### config.mk
export PLATFORM = sky130hd
export DESIGN_NAME = cpf_check_digit_validator
export DESIGN_NICKNAME = d
export VERILOG_FILES = /design/src/design/cpfv_pkg.sv /design/src/design/cpfv_accum.sv /design/src/design/cpf_check_digit_validator.sv
export SDC_FILE = /design/constraint.sdc
export NUM_CORES = 1
export LEC_CHECK = 0
export BUFFER_PORTS_ARGS = -buffer_cell sky130_fd_sc_hd__buf_4
export CAP_MARGIN = 10
export CORE_UTILIZATION = 39
export DETAILED_ROUTE_END_ITERATION = 7
export HOLD_SLACK_MARGIN = 0.08
export PLACE_DENSITY = 0.6
export SKIP_CTS_REPAIR_TIMING = 1
export SYNTH_ARGS = -nofsm -noshare
export SYNTH_HDL_FRONTEND = slang
export SYNTH_HIERARCHICAL = 1
export SYNTH_SLANG_ARGS = --single-unit
### constraint.sdc
create_clock -name clk -period 20.8 [get_ports clk]
set_input_delay 3.12 -clock clk [delete_from_list [all_inputs] [get_ports clk]]
set_output_delay 3.12 -clock clk [all_outputs]
set_load 0.05 [all_outputs]
### src/design/cpfv_pkg.sv
// Shared types, constants and the mod-11 check-digit function for the CPF validator.
package cpfv_pkg;

	localparam logic [7:0] CharZero = 8'h30;
	localparam logic [7:0] CharNine = 8'h39;
	localparam logic [3:0] ModBase = 4'd11;
	localparam logic [3:0] LastSumPos = 4'd8;
	localparam logic [3:0] TenthPos = 4'd9;
	localparam logic [3:0] FinalPos = 4'd10;
	localparam logic [3:0] FirstWeightTop = 4'd10;
	localparam logic [3:0] SecondWeightTop = 4'd11;
	// floor(x * RecipMul / 2**RecipShift) underestimates x / 11 by at most one for x < 2048
	localparam logic [6:0] RecipMul = 7'd93;
	localparam int RecipShift = 10;

	typedef enum logic [2:0] {
		StValid  = 3'd0,
		StEqual  = 3'd1,
		StBoth   = 3'd2,
		StFirst  = 3'd3,
		StSecond = 3'd4
	} status_t;

	typedef struct packed {
		status_t status;
		logic [3:0] first_check;
		logic [3:0] second_check;
	} result_t;

	function automatic logic [3:0] check_digit(input logic [10:0] sum);
		logic [17:0] prod;
		logic [6:0] quo;
		logic [10:0] rem;
		logic [3:0] r;
		prod = 18'(sum) * 18'(RecipMul);
		quo = prod[RecipShift +: 7];
		rem = sum - 11'(quo) * 11'(ModBase);
		if (rem >= 11'(ModBase)) begin
			rem = rem - 11'(ModBase);
		end
		r = rem[3:0];
		if (r < 4'd2) begin
			return 4'd0;
		end
		return ModBase - r;
	endfunction

endpackage

### src/design/cpfv_accum.sv
// Digit counter, weighted sums and the result decision for one CPF number.
module cpfv_accum (
	input  logic                 clk,
	input  logic                 arst_n,
	input  logic                 step,
	input  logic [7:0]           char_code,
	output logic                 emit,
	output cpfv_pkg::result_t    res
);

	logic [3:0] digit_count_q;
	logic [8:0] first_sum_q;
	logic [9:0] second_sum_q;
	logic [3:0] first_digit_calc_q;
	logic [3:0] tenth_digit_seen_q;

	logic        is_digit;
	logic [7:0]  diff;
	logic [3:0]  d;
	logic [3:0]  w1;
	logic [3:0]  w2;
	logic [7:0]  p1;
	logic [7:0]  p2;
	logic [3:0]  c2;
	logic        bad1;
	logic        bad2;

	assign is_digit = (char_code >= cpfv_pkg::CharZero) && (char_code <= cpfv_pkg::CharNine);
	assign diff = char_code - cpfv_pkg::CharZero;
	assign d = diff[3:0];
	assign w1 = cpfv_pkg::FirstWeightTop - digit_count_q;
	assign w2 = cpfv_pkg::SecondWeightTop - digit_count_q;
	assign p1 = 8'(d) * 8'(w1);
	assign p2 = 8'(d) * 8'(w2);
	assign emit = is_digit && (digit_count_q >= cpfv_pkg::FinalPos);

	assign c2 = cpfv_pkg::check_digit(11'(second_sum_q) + 11'({first_digit_calc_q, 1'b0}));
	assign bad1 = (first_digit_calc_q != tenth_digit_seen_q);
	assign bad2 = (c2 != d);

	always_comb begin
		res.first_check = first_digit_calc_q;
		res.second_check = c2;
		if (first_digit_calc_q == c2) begin
			res.status = cpfv_pkg::StEqual;
		end else if (bad1 && bad2) begin
			res.status = cpfv_pkg::StBoth;
		end else if (bad1) begin
			res.status = cpfv_pkg::StFirst;
		end else if (bad2) begin
			res.status = cpfv_pkg::StSecond;
		end else begin
			res.status = cpfv_pkg::StValid;
		end
	end

	always_ff @(posedge clk or negedge arst_n) begin
		if (!arst_n) begin
			digit_count_q <= '0;
			first_sum_q <= '0;
			second_sum_q <= '0;
			first_digit_calc_q <= '0;
			tenth_digit_seen_q <= '0;
		end else if (step && is_digit) begin
			if (digit_count_q <= cpfv_pkg::LastSumPos) begin
				first_sum_q <= first_sum_q + 9'(p1);
				second_sum_q <= second_sum_q + 10'(p2);
				digit_count_q <= digit_count_q + 4'd1;
			end else if (digit_count_q == cpfv_pkg::TenthPos) begin
				tenth_digit_seen_q <= d;
				first_digit_calc_q <= cpfv_pkg::check_digit(11'(first_sum_q));
				digit_count_q <= cpfv_pkg::FinalPos;
			end else begin
				digit_count_q <= '0;
				first_sum_q <= '0;
				second_sum_q <= '0;
				first_digit_calc_q <= '0;
				tenth_digit_seen_q <= '0;
			end
		end
	end

	a_count_range: assert property (@(posedge clk) disable iff (!arst_n)
		digit_count_q <= cpfv_pkg::FinalPos)
		else $error("digit count out of range");

	a_clear_after_emit: assert property (@(posedge clk) disable iff (!arst_n)
		step && emit |=> digit_count_q == 4'd0 && first_sum_q == 9'd0 && second_sum_q == 10'd0)
		else $error("state not cleared after result");

	a_nondigit_hold: assert property (@(posedge clk) disable iff (!arst_n)
		step && !is_digit |=> $stable(digit_count_q) && $stable(first_sum_q))
		else $error("non-digit changed state");

	a_check_range: assert property (@(posedge clk) disable iff (!arst_n)
		first_digit_calc_q <= 4'd9 && c2 <= 4'd9)
		else $error("check digit out of range");

endmodule

### src/design/cpf_check_digit_validator.sv
// Top level of the CPF check-digit validator: input stage, accumulator and result register.
//
// Usage:
//   Input channel (char_valid/char_ready/char_code) takes one ASCII byte per word.
//   Bytes other than '0'..'9' are dropped without effect. Eleven digits make one
//   CPF number; the eleventh produces one word on the result channel
//   (result_valid/result_ready with status, first_check, second_check).
//   status: 0 valid, 1 computed check digits equal, 2 both given digits wrong,
//   3 first wrong, 4 second wrong.
// Timing:
//   One byte per cycle sustained while no final digit waits on a stalled result. A byte
//   is registered into stage 1; when it advances, the accumulator processes it and
//   loads the output register at the same edge.
// Reset:
//   arst_n clears the digit count, sums and both valid flags; the block starts a
//   fresh number.
// Stall:
//   While a result waits, non-digit and non-final bytes keep flowing; only a byte
//   that would produce a second result holds in stage 1, and char_ready drops.
module cpf_check_digit_validator (
	input  logic       clk,
	input  logic       arst_n,
	input  logic       char_valid,
	output logic       char_ready,
	input  logic [7:0] char_code,
	output logic       result_valid,
	input  logic       result_ready,
	output logic [2:0] status,
	output logic [3:0] first_check,
	output logic [3:0] second_check
);

	logic              valid_s1;
	logic [7:0]        char_s1;
	logic              out_valid_q;
	cpfv_pkg::result_t res_q;

	logic              emit;
	logic              out_free;
	logic              advance;
	cpfv_pkg::result_t res;

	assign out_free = !out_valid_q || result_ready;
	assign advance = valid_s1 && (!emit || out_free);
	assign char_ready = !valid_s1 || advance;

	cpfv_accum u_accum (
		.clk       (clk),
		.arst_n    (arst_n),
		.step      (advance),
		.char_code (char_s1),
		.emit      (emit),
		.res       (res)
	);

	always_ff @(posedge clk or negedge arst_n) begin
		if (!arst_n) begin
			valid_s1 <= 1'b0;
		end else if (char_ready) begin
			valid_s1 <= char_valid;
		end
	end

	always_ff @(posedge clk) begin
		if (char_ready && char_valid) begin
			char_s1 <= char_code;
		end
	end

	always_ff @(posedge clk or negedge arst_n) begin
		if (!arst_n) begin
			out_valid_q <= 1'b0;
		end else if (out_free) begin
			out_valid_q <= advance && emit;
		end
	end

	always_ff @(posedge clk) begin
		if (out_free && advance && emit) begin
			res_q <= res;
		end
	end

	assign result_valid = out_valid_q;
	assign status = res_q.status;
	assign first_check = res_q.first_check;
	assign second_check = res_q.second_check;

	a_no_overwrite: assert property (@(posedge clk) disable iff (!arst_n)
		out_valid_q && !result_ready && valid_s1 && emit |-> !char_ready)
		else $error("final digit taken while result stalled");

	a_result_hold: assert property (@(posedge clk) disable iff (!arst_n)
		out_valid_q && !result_ready |=> out_valid_q && $stable(res_q))
		else $error("stalled result changed");

	a_flow: assert property (@(posedge clk) disable iff (!arst_n)
		valid_s1 && !emit |-> char_ready)
		else $error("pipeline stalled on a non-result word");

endmodule
### Word-level counts from Yosys, hierarchy flattened

Cells that the tools add are included.

| cells by class | value |
|---|---|
| add/subtract/negate cells | 13 |
| $mul | 6 |
| magnitude comparators | 8 |
| eq/ne operators | 5 |
| mux-type cells | 25 |
| bitwise gates (word level) | 1 |
| reductions and logical operators | 18 |

Operators with widths:

| cell | number |
|---|---|
| $mux 4 | 13 |
| $ge 11x4->1 const B | 2 |
| $mux 10 | 2 |
| $mux 9 | 2 |
| $mul 11x7->17 const B | 1 |
| $mul 4x4->8 | 2 |
| $mul 9x7->16 const B | 1 |
| $sub 4x4->4 const A | 4 |
| $add 10x5->11 | 1 |
| $mul 7x4->11 const B | 1 |
| $sub 11x11->11 | 1 |
| $sub 9x10->11 | 1 |
| $add 10x8->10 | 1 |
| $mul 6x4->10 const B | 1 |
| $add 9x8->9 | 1 |
| $logic_and 1x1->1 | 9 |
| $ge 8x6->1 const B | 1 |
| $le 8x6->1 const B | 1 |
| $lt 4x2->1 const B | 2 |
| $ne 4x4->1 | 2 |
| $sub 4x4->4 const B | 2 |
| $mux 1 | 5 |
| $add 4x1->4 const B | 1 |
| $eq 4x4->1 | 1 |
| other kinds (12) | 18 |

| word-level totals | value |
|---|---|
| register bits after elaboration | 52 |
| bits of input ports | 12 |
| output and inout port bits | 13 |
| logic and storage cells | 88 |

### Longest topological paths before layout

Gate-level depths: netlist of run 1.

| depth | value |
|---|---|
| word-level depth | 15 |
| gate-level depth with buffers | 44 |
| mapped depth without buffers | 44 |

### Modules after synthesis

The synthesis of run 1 kept the hierarchy.

Modules (own cells, without submodules):

| module | instances | cells each | area an instance (µm²) | sequential area each (µm²) |
|---|---|---|---|---|
| cpfv_accum | 1 | 886 | 7895.1 | 775.7 |
| cpf_check_digit_validator | 1 | 29 | 676.9 | 620.6 |

### Least setup slack after synthesis of run 1

OpenSTA, ideal clock, no wires.

| timing path | value |
|---|---|
| kind | flip-flop to flip-flop |
| from | reg u_accum.first_digit_calc_q[1] |
| to | reg res_q (netlist bit status[2]), data pin |
| library setup time | 278 ps |
| data arrival time | 9793 ps |
| data required time | 20522 ps |
| setup slack | 10730 ps |
| cell stages (with the launch flop) | 42 |
| buffers on the path | 0 |
| clock period less this slack | 10070 ps |
| cell sequence | dfrtp_1 -> ha_1 -> a211o_1 -> a21oi_2 -> nor2_1 -> xnor2_1 -> inv_1 -> ha_1 -> inv_1 -> fa_1 -> inv_1 -> fa_1 -> inv_1 -> fa_1 -> inv_1 -> ha_1 -> a2111oi_0 -> nor2_1 -> [6 not listed] -> fa_1 -> inv_1 -> fa_1 -> inv_1 -> ha_1 -> a21o_1 -> a211oi_1 -> nor3_1 -> a211oi_2 -> o211a_4 -> a31oi_1 -> xor2_1 -> ha_1 -> xnor2_1 -> or4_1 -> a21o_1 -> a221oi_4 -> a311oi_1 |

| on the way | value |
|---|---|
| cells in the longest elaborated chain, start to end | 12 |
| elaborated cells between the ends (all ways) | 17 |
| those cells by class | add/sub (4); mul (2); order compare (2); eq/ne (3); mux (4); reduce/logical (2) |

RTL lines:

| element | line | source |
|---|---|---|
| from (decl) | cpfv_accum.sv:14 | `logic [3:0] first_digit_calc_q;` |
| from (signal assigned) | cpfv_accum.sv:71 | `first_digit_calc_q <= cpfv_pkg::check_digit(11'(first_sum_q));` |
| $add 10x5->11 | cpfv_accum.sv:37 | `assign c2 = cpfv_pkg::check_digit(11'(second_sum_q) + 11'({first_digit_calc_q, 1'b0}));` |
| $mul 11x7->17 | cpfv_pkg.sv:35 | `prod = 18'(sum) * 18'(RecipMul);` |
| $mul 7x4->11 | cpfv_pkg.sv:37 | `rem = sum - 11'(quo) * 11'(ModBase);` |
| $sub 11x11->11 | cpfv_pkg.sv:37 |  |
| $ge 11x4->1 or $sub 4x4->4 (tied branches) | cpfv_pkg.sv:38, cpfv_pkg.sv:39 |  |
| $mux 4 | cpfv_pkg.sv:38 | `if (rem >= 11'(ModBase)) begin` |
| $lt 4x2->1 | cpfv_pkg.sv:42 | `if (r < 4'd2) begin` |
| $mux 1 | cpfv_pkg.sv:42 |  |
| $mux 4 | cpfv_pkg.sv:45 | `return ModBase - r;` |
| $ne 4x4->1 | cpfv_accum.sv:39 | `assign bad2 = (c2 != d);` |
| $logic_and 1x1->1 | cpfv_accum.sv:46 | `end else if (bad1 && bad2) begin` |
| $reduce_or 3->1 (no line) | - |  |
| to (signal assigned) | cpf_check_digit_validator.sv:80 | `res_q <= res;` |
| to (decl) | cpf_check_digit_validator.sv:36 | `cpfv_pkg::result_t res_q;` |

Parallel ways exist; a longest one is shown, timed or not.
A chain may end at the register's enable or synchronous reset.

### Worst setup path after layout of run 1

Same ends and word-level chain as after synthesis.

==> flow_summary.toml, run 1 <==
[outcome]
status = "finished, final reports clean"

[timing]
maxSlewViolCount = 0
skew_ns = 0.0107
worst_slew_pin_slew_ns = 1.00
layout_min_cycle_time_ns = 11.04
fin_setup_tns_ns = 0
finalSetupViolCount = 0
fmax_mhz = 90.6
hold_viol = 0
whs_ns = 0.516
setup_ws_ns = 9.76
min_period_over_period = 0.531
rsz0062_at_grt = "no"
max-slew-margin-rel = 0.328

[cells_and_area]
num-fill-cells = 2093
final_cell_mix = "214 x inv_1, 176 x ha_1, 78 x fa_1, 52 x nand2_1, 37 x o21ai_0"
area_growth_pct = 7.33
finalNetCount = 1199
fin_area_um2 = 9200
antenna_cells = 0
drive_above_1_share = 0.0621
final_common_cell = "inv_1"

[synth]
synth-edff-count = 19
synth_top_cell_by_area = "ha_1"
syn_area_per_cell_um2 = 9.37
syn-num-nets = 1181
synth_area_um2 = 8570
synth-seq-cells = 52
synth.distinct_cells = 67
ys_seq_area_frac = 0.163
yosys_warnings = 6
synth_async_sr_flop_share = 0.635
synth_ff_type = "dfrtp_1"
synthCells = 915
synth_top_area_frac = 0.257
yosys-top-cells-area = "ha_1 26%, fa_1 18%, dfrtp_1 9.6%"

[critical_path]
crit_required_ns = 20.83
arrival_ns = 11.07
rrSetupSlack_ns = 9.76
cp_slowest_stage_delay_ns = 0.62
crit_family = "adder cells"
cp_common_cell = "inv_1"
crit_slowest_cell = "xnor2_1"
endpoint_kind = "flop"
startpoint_type = "flop"
critPathKind = "reg -> reg"
path_buf_inv = 8
cp_max_fo = 8

[die]
coreArea_um2 = 21300
die_w_um = 150
start_util = 0.403
die_area_um2 = 22600
rows = 53
chipHeight_um = 150
ios = 25

[cts]
cts_root_buffer = "clkbuf_16"
cts_tree = "done"
worstSkewPairLatency_ns = 0.30
cts.sinks = 52
cts_made_buffers = 5
cts_buffer_depth = 2
htreeDepth = 2
clk_pin_slew_worst_paths_ns = 0.08

[routing]
via_per_inst = 4.90
drt_wl_total_um = 16300
drtIter0Drc = 166
drc = 0
wire_per_inst_um = 13.5
final_antenna_net_count = 0
vias = 5926
drt_pass1_iterations = 5

[place]
port_buffers = 24
gp_congestion = 0.794
dp_slack_ns = 9.74
dpl.hpwl_um = 13800
placed_area_um2 = 9050

[global_route]
grt-ovfl-total = 0
globalRouteTotalUtil = 0.158
grt_pass1_vias = 6058
grt_pass1_wl_um = 28800
antenna_found_initial = 0
grt_start_max_net_pins = 34

[hold_path]
min_path_type = "reg -> reg"

[job]
maxCapViolations = 0
-- synthesized netlist by cell type, types with 8 or more instances --
master / instances
nor2b_1: 15
nand2_1: 52
xnor2_1: 35
nor2_1: 31
edfxtp_1: 19
ha_1: 176
nand2b_1: 11
clkbuf_1: 12
inv_1: 214
nand3_1: 9
o21bai_1: 8
and2_1: 14
a21oi_1: 31
dfrtp_1: 33
xor2_1: 27
fa_1: 78
o21ai_0: 37
a21o_1: 19
-- worst register-to-register path: cells and delay by family (launching register included) --
family / cells / cell delay, ns
compound gates: 12 / 2.93
xor+xnor: 4 / 1.24
fa+ha+maj: 11 / 4.48
buf+inv: 8 / 0.53
flops: 1 / 0.49
simple gates: 6 / 1.10
-- per-stage QoR --
stage | cells | utilization
2_1_floorplan | 915 | -
3_3_place_gp | 1201 | 0.425
3_5_place_dp | 1201 | 0.425
4_1_cts | 1209 | 0.432
5_1_grt | 1209 | 0.432
6_report | 1209 | 0.432
-- final cells by class --
class	instances	area (um2)	area share
clock buffers	5	125	0.0136
clock inverters	3	28.8	0.00313
inverters	214	803	0.0873
multi-input cells	636	6320	0.687
flip-flops and latches	52	1400	0.152
well taps	275	344	0.0374
repair buffers	24	180	0.0196
-- worst paths after layout --
check,start,end,depth (start not counted)
max,u_accum/first_digit_calc_q[1],status[2],41
min,u_accum/tenth_digit_seen_q[2],u_accum/tenth_digit_seen_q[2],2
max reg2reg,u_accum/first_digit_calc_q[1],status[2],41
min reg2reg,u_accum/tenth_digit_seen_q[2],u_accum/tenth_digit_seen_q[2],2
max in group asynchronous,arst_n,u_accum/second_sum_q[6],1
min in group asynchronous,arst_n,result_valid,1
-- cell families (layout without fill, tap and decap cells) --
group | count (synthesis) | in the layout | synth area share
AO/OA/AOI/OAI | 152 | 152 | 0.125
XOR/XNOR | 66 | 66 | 0.0727
adder cells (fa/ha/maj) | 254 | 254 | 0.439
buffers and inverters | 227 | 246 | 0.0995
flip-flops | 52 | 52 | 0.163
multiplexers | 6 | 6 | 0.00730
AND/OR/NAND/NOR | 158 | 158 | 0.0936
-- flip-flops by register name (all words and copies together), names as in the netlist --
register	count
status	3
u_accum/first_digit_calc_q	4
second_check	4
valid_s1	1
first_check	4
char_s1	8
u_accum/second_sum_q	10
u_accum/first_sum_q	9
u_accum/tenth_digit_seen_q	4
u_accum/digit_count_q	4
result_valid	1
-- layer usage --
layer | track usage | share of wire | wire length (um)
met1 | 0.225 | 0.51 | 8330
met2 | 0.267 | 0.46 | 7560
met3 | 0.0106 | 0.015 | 249
met4 | 0.0278 | 0.0087 | 142
met5 | 0 | 0 | 0
Power of run 1 is left out: the tool's default activity adds up to more than one toggle a clock period on the data nets, which glitch-free logic cannot reach.
==> run 2: changes to the inputs <==
--- a/config.mk
+++ b/config.mk
@@ -10,7 +10,7 @@
 export CORE_UTILIZATION = 39
 export DETAILED_ROUTE_END_ITERATION = 7
 export HOLD_SLACK_MARGIN = 0.08
-export PLACE_DENSITY = 0.6
+export PLACE_DENSITY = 0.62
 export SKIP_CTS_REPAIR_TIMING = 1
 export SYNTH_ARGS = -nofsm -noshare
 export SYNTH_HDL_FRONTEND = slang
==> constraint.sdc (replaced) <==
create_clock -name clk -period 9.6 [get_ports clk]
set_input_delay 1.44 -clock clk [delete_from_list [all_inputs] [get_ports clk]]
set_output_delay 1.44 -clock clk [all_outputs]
set_load 0.05 [all_outputs]
==> run 2 against run 1 <==
Worst hold slack got worse by 0.014 ns. Register-to-register slack worse by 9.6 ns. Via count up 2.4%. First-iteration DRC count grew 18%. Non-clock buffer count increased by 42. Die area unchanged. Utilization is 2.9 points higher.
==> flow_summary.toml, run 2 (synthesis results as in run 1) <==
[critical_path]
startpoint_type = "flop"
arrival_ns = 9.48
cp_max_fo = 6
crit_required_ns = 9.64
crit_slowest_cell = "fa_1"
cp_common_cell = "ha_1"
timing.rr.start = "u_accum/second_sum_q[1]"
rrSetupSlack_ns = 0.16
critPathKind = "reg -> reg"
cp_slowest_stage_delay_ns = 0.53
endpoint_kind = "flop"
crit_family = "adder cells"
path_buf_inv = 10
reg2regPathDepth = 41
reg2reg_to = "status[1]"

[die]
coreArea_um2 = 21300
rows = 53
die_w_um = 150
ios = 25
chipHeight_um = 150
die_area_um2 = 22600
start_util = 0.403

[place]
gp_congestion = 0.825
placed_area_um2 = 9360
dpl.hpwl_um = 13400
dp.cells = 1232
dp_slack_ns = -0.125
port_buffers = 24

[routing]
drt_pass1_iterations = 4
drtIter0Drc = 196
wire_per_inst_um = 12.9
drc = 0
final_antenna_net_count = 0
vias = 6070
via_per_inst = 4.85
drt_wl_total_um = 16100

[cells_and_area]
multi_input_area_um2 = 6630
area_growth_pct = 14.5
final_cell_mix = "205 x inv_1, 166 x ha_1, 77 x fa_1, 66 x buf_4, 52 x nand2_1"
finalNetCount = 1241
final_common_cell = "inv_1"
seq_area_um2 = 1400
antenna_cells = 0
drive_above_1_share = 0.156
reg.largest.list = "u_accum/second_sum_q: 10 flops, u_accum/first_sum_q: 9 flops, char_s1: 8 flops"
largest_reg_flops = 10
fin_cells = 1251
fin_area_um2 = 9820
regMostFlops = "u_accum/second_sum_q"
num-fill-cells = 2051

[timing]
layout_min_cycle_time_ns = 9.44
min_period_over_period = 0.983
skew_ns = 0.00459
worst_slew_pin_slew_ns = 1.05
rsz0062_at_grt = "yes"
fmax_mhz = 106
maxSlewViolCount = 0
setup_ws_ns = 0.163
max-slew-margin-rel = 0.297
finalSetupViolCount = 0
hold_viol = 0

[outcome]
status = "finished, final reports clean"

[global_route]
grt-ovfl-total = 0
grt_start_max_net_pins = 34
globalRouteTotalUtil = 0.150
antenna_found_initial = 0
grt_pass1_vias = 6073
grt_pass1_wl_um = 27400

[cts]
clk_pin_slew_worst_paths_ns = 0.07
cts_tree = "done"
htreeDepth = 2
cts_made_buffers = 5
worstSkewPairLatency_ns = 0.29
cts.sinks = 52
cts_root_buffer = "clkbuf_16"
cts_buffer_depth = 2

[hold_path]
min_path_cells = 2
min_path_type = "reg -> reg"
hp-start = "u_accum/tenth_digit_seen_q[3]"
hold_path_end = "u_accum/tenth_digit_seen_q[3]"

[job]
maxCapViolations = 0
==> run 2: per-layer routing <==
metal  track usage  share of wire  wire (um)  vias to the layer above
met3        0.0139         0.0099        159                       10
met4        0.0268          0.012        192                        0
met2         0.258           0.47       7620                       40
met1         0.206           0.51       8150                     2924
li1              -              -          -                     3096
met5             0              0          0                        -
==> run 2: how the worst max path moves through the flow <==
stage | depth (start not counted) | end | slack (ns) | from
finish | 41 | status[1] | 0.16 | u_accum/second_sum_q[1]
global route | 44 | status[1] | -0.27 | u_accum/second_sum_q[1]
CTS | 42 | status[2] | -0.13 | u_accum/second_sum_q[1]
detailed placement | 42 | status[2] | -0.12 | u_accum/second_sum_q[1]
global placement | 43 | status[2] | 0.07 | u_accum/first_digit_calc_q[0]
floorplan | 40 | status[2] | 0.006 | u_accum/first_digit_calc_q[1]
==> run 2: per-stage QoR <==
stage               setup TNS [ns]  utilization  hold slack (ns)
finish                           0        0.461            0.502
global route                -0.733        0.461            0.535
CTS                         -0.282        0.447            0.507
detailed placement          -0.246        0.440            0.491
global placement                 0        0.440            0.489
floorplan                        0            -            0.469
==> run 2: cell type report <==
class | count | area share
clock buffer | 6 | 0.0131
clock inverter | 2 | 0.00166
inverter | 214 | 0.0818
multi-input combinational | 636 | 0.676
sequential | 52 | 0.142
tap | 275 | 0.0350
timing repair buffer | 66 | 0.0505
==> run 2: tightest hold or removal path, delay by kind of cell, from the launching register on <==
family	cells	cell delay [ns]
flops	1	0.36
compound gates	1	0.06
simple gates	1	0.05
Power of run 2 is left out for the same reason.
==> run 3: changes to the inputs <==
--- a/config.mk
+++ b/config.mk
@@ -10,7 +10,7 @@
 export CORE_UTILIZATION = 39
 export DETAILED_ROUTE_END_ITERATION = 7
 export HOLD_SLACK_MARGIN = 0.08
-export PLACE_DENSITY = 0.62
+export PLACE_DENSITY = 0.6
 export SKIP_CTS_REPAIR_TIMING = 1
 export SYNTH_ARGS = -nofsm -noshare
 export SYNTH_HDL_FRONTEND = slang
==> constraint.sdc (replaced) <==
create_clock -name clk -period 11.5 [get_ports clk]
set_input_delay 1.725 -clock clk [delete_from_list [all_inputs] [get_ports clk]]
set_output_delay 1.725 -clock clk [all_outputs]
set_load 0.05 [all_outputs]
==> run 3 against run 2 <==
Die area unchanged. Fmax decreased by 12%. Sequential cell count unchanged. Highest routed layer unchanged.
==> flow_summary.toml, run 3 (synthesis results as in run 1) <==
[timing]
fin_setup_tns_ns = 0
layout_min_cycle_time_ns = 10.76
hold_viol = 0
rsz0062_at_grt = "no"
max-slew-margin-rel = 0.297
worst_slew_pin_slew_ns = 1.05
min_period_over_period = 0.936
maxSlewViolCount = 0
skew_ns = 0.00858
fmax_mhz = 92.9
finalSetupViolCount = 0

[cells_and_area]
drive_above_1_share = 0.0651
antenna_cells = 0
area_growth_pct = 7.60
final_cell_mix = "214 x inv_1, 176 x ha_1, 78 x fa_1, 52 x nand2_1, 37 x o21ai_0"
finalNetCount = 1202
regMostFlops = "u_accum/second_sum_q"
final_common_cell = "inv_1"
largest_reg_flops = 10
num-fill-cells = 2107
reg.largest.list = "u_accum/second_sum_q: 10 flops, u_accum/first_sum_q: 9 flops, char_s1: 8 flops"

[global_route]
grt_pass1_wl_um = 28000
antenna_found_initial = 0
grt_start_max_net_pins = 34
globalRouteTotalUtil = 0.154
grt_pass1_vias = 5852
grt-ovfl-total = 0

[critical_path]
crit_required_ns = 11.53
cp_max_fo = 8
arrival_ns = 10.79
startpoint_type = "flop"
cp_slowest_stage_delay_ns = 0.53
critPathKind = "reg -> reg"
cp_common_cell = "inv_1"
crit_slowest_cell = "fa_1"
endpoint_kind = "flop"

[die]
coreArea_um2 = 21300
chipHeight_um = 150
start_util = 0.403
die_area_um2 = 22600
rows = 53
ios = 25
die_w_um = 150

[routing]
drt_pass1_iterations = 5
vias = 5907
wire_per_inst_um = 13.2
drt_wl_total_um = 16000
drc = 0
drtIter0Drc = 194
final_antenna_net_count = 0
via_per_inst = 4.87

[hold_path]
min_path_type = "reg -> reg"

[cts]
cts_made_buffers = 5
clk_pin_slew_worst_paths_ns = 0.08
htreeDepth = 2
cts.sinks = 52
cts_tree = "done"
cts_buffer_depth = 2
cts_root_buffer = "clkbuf_16"
worstSkewPairLatency_ns = 0.30

[place]
port_buffers = 24
gp_congestion = 0.802
dpl.hpwl_um = 13400

[job]
maxCapViolations = 0

[outcome]
status = "finished, final reports clean"
==> run 3: changes by cell type in the layout (fill, tap and decap cells not counted), moves of 7 or more <==
cell / before / now
inv_2: 9 / 0
xnor2_2: 8 / 1
inv_1: 205 / 214
buf_4: 66 / 27
ha_1: 166 / 176
xnor2_1: 27 / 35
==> run 3: per-stage QoR <==
step | cell area [um2] | std cells | util | hold WS, ns | worst slack, ns
floorplan | 8570 | 915 | - | 0.469 | 1.43
global placement | 9070 | 1204 | 0.426 | 0.484 | 0.945
detailed placement | 9070 | 1204 | 0.426 | 0.491 | 0.749
CTS | 9220 | 1212 | 0.433 | 0.509 | 0.699
global route | 9220 | 1212 | 0.433 | 0.524 | 0.0367
finish | 9220 | 1212 | 0.433 | 0.504 | 0.736
==> run 3: cell type report <==
type                       instances  area (um2)  area share
clock buffer                       5         125      0.0136
clock inverter                     3        28.8     0.00312
inverter                         214         803      0.0871
multi-input combinational        636        6320       0.686
sequential                        52        1400       0.151
tap                              275         344      0.0373
timing repair buffer              27         203      0.0220
==> run 3: worst paths after layout <==
kind	startpoint	end	slack [ns]	depth (start not counted)
min	u_accum/tenth_digit_seen_q[1]	u_accum/tenth_digit_seen_q[1]	0.50	2
max in group asynchronous	arst_n	u_accum/first_sum_q[2]	9.81	1
max	u_accum/first_digit_calc_q[0]	status[2]	0.74	43
min in group asynchronous	arst_n	result_valid	1.36	1
min reg2reg	u_accum/tenth_digit_seen_q[1]	u_accum/tenth_digit_seen_q[1]	0.50	2
max reg2reg	u_accum/first_digit_calc_q[0]	status[2]	0.74	43
==> run 3: critical path, delay by kind of cell (launching register included) <==
family          cells  cell delay, ns
xor+xnor            4            1.11
flops               1            0.46
fa+ha+maj          12            4.66
buf+inv             9            0.47
simple gates        5            0.92
compound gates     13            2.85
==> run 3: metal layers <==
layer  up-vias  part of all wire  track usage
met3         6             0.020       0.0130
met5         -                 0            0
li1       3021                 -            -
met1      2826              0.50        0.221
met2        54              0.47        0.258
met4         0            0.0053       0.0197
Power of run 3 is left out for the same reason.
